### src/sv/rohc_pkg.sv
// Shared constants, types and controller codes for the recency-ordered hot cache.
package rohc_pkg;

  localparam int ENTRIES = 64;
  localparam int IDX_W   = (ENTRIES > 1) ? $clog2(ENTRIES) : 1;
  localparam int CNT_W   = $clog2(ENTRIES + 1);
  localparam int STAMP_W = 31;
  localparam int KEY_W   = 64;
  localparam int VAL_W   = 64;
  localparam int SLOT_W  = 6;

  typedef enum logic {
    ACT_INSERT = 1'b0,
    ACT_LOOKUP = 1'b1
  } action_e;

  typedef enum logic [2:0] {
    ST_IDLE,
    ST_CMP,
    ST_FIND,
    ST_SORT,
    ST_WRITE,
    ST_FLOOR,
    ST_DONE
  } state_e;

  typedef struct packed {
    logic load_req;
    logic cmp;
    logic find;
    logic sort;
    logic write;
    logic floor;
    logic load_out;
  } dp_cmd_t;

  typedef struct packed {
    logic lookup;
    logic reject;
    logic out_free;
  } dp_status_t;

endpackage

### src/sv/rohc_ctrl.sv
// Controller state machine sequencing match, sort, write and response steps.
module rohc_ctrl (
  input  logic                 clk_i,
  input  logic                 rst_ni,
  input  logic                 in_valid_i,
  output logic                 in_ready_o,
  input  rohc_pkg::dp_status_t status_i,
  output rohc_pkg::dp_cmd_t    cmd_o
);
  import rohc_pkg::*;

  state_e state_q, state_d;

  always_ff @(posedge clk_i or negedge rst_ni) begin
    if (!rst_ni) begin
      state_q <= ST_IDLE;
    end else begin
      state_q <= state_d;
    end
  end

  always_comb begin
    state_d    = state_q;
    cmd_o      = '0;
    in_ready_o = 1'b0;
    case (state_q)
      ST_IDLE: begin
        in_ready_o = 1'b1;
        if (in_valid_i) begin
          cmd_o.load_req = 1'b1;
          state_d        = ST_CMP;
        end
      end
      ST_CMP: begin
        cmd_o.cmp = 1'b1;
        state_d   = ST_FIND;
      end
      ST_FIND: begin
        cmd_o.find = 1'b1;
        state_d    = ST_SORT;
      end
      ST_SORT: begin
        cmd_o.sort = 1'b1;
        state_d    = (status_i.lookup || status_i.reject) ? ST_DONE : ST_WRITE;
      end
      ST_WRITE: begin
        cmd_o.write = 1'b1;
        state_d     = ST_FLOOR;
      end
      ST_FLOOR: begin
        cmd_o.floor = 1'b1;
        state_d     = ST_DONE;
      end
      ST_DONE: begin
        if (status_i.out_free) begin
          cmd_o.load_out = 1'b1;
          state_d        = ST_IDLE;
        end
      end
      default: begin
        state_d = ST_IDLE;
      end
    endcase
  end

endmodule

### config.mk
export PLATFORM = sky130hd
export DESIGN_NAME = rohc_ctrl
export DESIGN_NICKNAME = d
export VERILOG_FILES = /design/src/sv/rohc_pkg.sv /design/src/sv/rohc_ctrl.sv
export SDC_FILE = /design/constraint.sdc
export NUM_CORES = 1
export LEC_CHECK = 0
export BUFFER_PORTS_ARGS = -buffer_cell sky130_fd_sc_hd__buf_2
export CAP_MARGIN = 40
export CELL_PAD_IN_SITES_DETAIL_PLACEMENT = 1
export CELL_PAD_IN_SITES_GLOBAL_PLACEMENT = 1
export CORE_AREA = 2 2 39 41
export DETAILED_ROUTE_END_ITERATION = 6
export DIE_AREA = 0 0 41 43
export GPL_ROUTABILITY_DRIVEN = 0
export PLACE_DENSITY_LB_ADDON = 0.1
export SETUP_SLACK_MARGIN = 0.4
export SLEW_MARGIN = 20
export SYNTH_ARGS = -nofsm -noshare
export SYNTH_HDL_FRONTEND = slang
export SYNTH_SLANG_ARGS = --single-unit
### constraint.sdc
create_clock -name clk_i -period 1.1 [get_ports clk_i]
set_clock_uncertainty 0.1 [all_clocks]
set_input_delay 0.165 -clock clk_i [delete_from_list [all_inputs] [get_ports clk_i]]
set_output_delay 0.165 -clock clk_i [all_outputs]
set_load 0.02 [all_outputs]
==> results.txt <==
----------------------------------------------------
[Run status]
  Outcome ... finished, violations left
  Violations in the final reports ... negative setup slack

[Finish]
  Share of layout cells above drive strength 1 ... roughly 80%
  Net count reported at finish ... 56
  N_diodes ... 0
  Largest register FFs ... 3
  Syn-to-layout area delta ... 143.4%
  Leading cell types in the layout, fill and taps excluded ... 7 x sky130_fd_sc_hd__buf_4, 7 x sky130_fd_sc_hd__buf_6, 6 x sky130_fd_sc_hd__buf_2
  Regs by FF count ... state_q x3
  Largest register by flop count ... state_q
  Count of placed standard cells in the final layout, fillers left out ... 65

[Placement]
  Total placed cells including tap cells ... 56
  Port-buffer cells ... 13
  Worst-case setup slack after placement ... -0.1219 ns
  DP Wirelength ... 518.4 µm

[STA]
  Tcrit/Tclk final ... 129.5%
  Relative max-transition margin ... between 80% and 90%
  Final critical delay including setup and external delays ... 1.425 ns
  Setup slack after layout ... -0.3246 ns
  Final Hold Viols ... 0
  Slew at the pin closest to its max-slew limit ... about 0.19 ns
  Max-slew violation count ... 0
  Unrepaired setup endpoints after global routing ... yes
  Highest clock rate ... 702.0 MHz
  Hold WS ... between 0.15 and 0.2 ns
  Final count of negative-setup-slack endpoints ... 11

[Die]
  Count of pins on the block boundary ... 14
  Overall die width ... 41 µm
  Starting utilization of the core area ... roughly 16%
  Die area ... 0.001763 mm²
  CORE AREA ... 0.001384 mm²
  Number of rows created at floorplan ... 14
  Die Span Y ... 43 µm

[Clock tree]
  Root buffer cell ... sky130_fd_sc_hd__clkbuf_4
  Total number of clock tree sinks ... 3
  Number of buffers on the longest clock path ... 2
  CTS tree ... built
  # H-tree levels ... 1
  Post-CTS clock slew at the launch and capture registers of the worst setup and hold paths ... 0.03 ns
  Clk Latency, worst-skew pair ... ~0.24 ns
  Number of buffers added by the clock tree synthesis step ... 3

[Route]
  Avg WL per Cell ... 13.37 µm
  Remaining number of nets flagged by the antenna check after routing ... 0
  DRC violation count after routing ... 0
  Drt via density ... between 4 and 5
  Detailed Route WL ... 869 µm
  Iteration-0 DRC Markers ... 0
  Detailed-routing iteration count for the pre-antenna-repair pass ... 1
  Vias ... about 280

[GRT]
  First-pass GRT wire length ... 1.435 mm
  Global-route congestion overflow total ... 0
  Via count of the first global-routing pass ... 327
  Pin count of the biggest net entering global routing ... 8
  Antenna violations before repair ... 0
  GRT Total Usage ... 12.89%

[Synthesis]
  Yosys cell types ... 17
  Mapped Avg Cell Area ... 9.019 µm²
  Area of the mapped netlist ... 216.5 µm²
  Synthesized Nets ... 30
  Number of synthesis warnings ... 0
  Number of cells produced by synthesis ... 24
  Yosys reg bits ... 3
  Share of synthesized area occupied by flip-flops and latches ... about a third

[Power]
  P per Cell Area ... 3244 mW/mm²
  Total power of the final layout ... 0.001709 W
  Maximum vdd drop ... 1.019 mV
  Static Leak ... 0.2444 nW

[Setup path]
  Path type of the worst setup path ... register to output pin
  R2r setup slk ... -0.14 ns
  Worst endpoint data arrival time ... approximately 1.2 ns
  Worst-path maximum fanout ... 6
  Depth of the worst register-to-register path ... 4
  CP Data Required Time ... 0.83 ns
  Cell seen most often among critical-path stages ... sky130_fd_sc_hd__buf_4
  Worst Setup End Kind ... output pin
  Ordered cell list for the critical path ... buf_4 -> nand2b_1 -> nor2_4 -> buf_4
  Critical-path top delay cell ... sky130_fd_sc_hd__dfrtp_2
  Startpoint type of the worst setup path ... register
  Delay of the slowest critical-path stage ... 0.45 ns
  RR Startpoint ... state_q[2]
  FF-to-FF End ... state_q[1]

[Flow run]
  Max Cap Violations ... 0

[Min path]
  Worst hold path class ... input port to asynchronous set/reset pin

----------------------------------------------------
-- through the flow --
stage	cell area, µm²	utilization [%]	TNS, ns
after floorplan	257.7	-	-0.1932
after global placement	370.4	26.76	-0.6177
after detailed placement	370.4	26.76	-0.8005
after CTS	501.7	36.26	-2.628
after global routing	526.8	38.07	-3.154
final	526.8	38.07	-2.572
-- where the power goes --
group | leakage (nW) | internal [W] | switching, W
clock network | 0.0150 | 0.000136 | 0.0000574
logic | 0.197 | 0.000695 | 0.000531
registers | 0.0326 | 0.000178 | 0.000111
-- Yosys cell counts --
library cell / count / area, µm²
sky130_fd_sc_hd__nand2b_1: 2 / 12.51
sky130_fd_sc_hd__o21bai_1: 1 / 7.510
sky130_fd_sc_hd__inv_1: 1 / 3.750
sky130_fd_sc_hd__o21ai_1: 1 / 5.000
sky130_fd_sc_hd__nand2_1: 1 / 3.750
sky130_fd_sc_hd__nor3_1: 2 / 10.01
sky130_fd_sc_hd__and3_1: 1 / 6.260
sky130_fd_sc_hd__a21o_1: 1 / 7.510
sky130_fd_sc_hd__and3b_1: 1 / 8.760
sky130_fd_sc_hd__and2_1: 2 / 12.51
sky130_fd_sc_hd__o221ai_1: 1 / 8.760
sky130_fd_sc_hd__dfrtp_1: 3 / 75.07
sky130_fd_sc_hd__buf_6: 2 / 22.52
sky130_fd_sc_hd__nor3_2: 1 / 10.01
sky130_fd_sc_hd__a211oi_1: 1 / 7.510
sky130_fd_sc_hd__nor3b_1: 1 / 7.510
sky130_fd_sc_hd__nor2_1: 2 / 7.510
-- final cells by class --
| type | count | area [µm²] |
|---|---|---|
| inverters | 1 | 3.754 |
| well taps | 16 | 20.02 |
| repair buffers | 23 | 219.0 |
| clock buffers | 4 | 26.28 |
| fillers | 168 | 857.1 |
| multi-input cells | 18 | 178.9 |
| flip-flops and latches | 3 | 78.83 |
-- kinds of logic after synthesis --
group	after synthesis	synth area share [%]
compound gates	5	16.77
simple gates	13	36.42
flops	3	34.68
buf+inv	3	12.14
-- metal layers --
metal	routed length (µm)	global-route usage (%)	up-vias
li1	-	-	134
met1	281	13.64	130
met2	510	19.38	11
met3	34	3.141	4
met4	43	12.00	0
met5	0	0	-
-- worst max-delay path, delay by kind of cell (launching register included) --
| family | cells | cell delay, ns |
|---|---|---|
| flip-flops | 1 | 0.45 |
| AND/OR/NAND/NOR | 2 | 0.17 |
| buffers and inverters | 2 | 0.31 |
-- worst max-delay path by stage --
stage | start | to | slack, ns
finish | state_q[1] | cmd_o[0] | -0.32
global placement | state_q[1] | cmd_o[6] | -0.11
floorplan | state_q[1] | cmd_o[6] | -0.17
global route | state_q[0] | cmd_o[2] | -0.39
detailed placement | state_q[1] | cmd_o[2] | -0.12
CTS | state_q[2] | cmd_o[6] | -0.34
-- timing repair --
action | CTS | global route
resized for setup | 17 | 5
hold endpoints to repair | 3 | 0
pin swaps | 4 | 2
cloned | 1 | 0
setup endpoints to repair | 11 | 11
hold buffers | 1 | 0
setup buffers | 1 | 2
(Power assumes the default switching activity.)
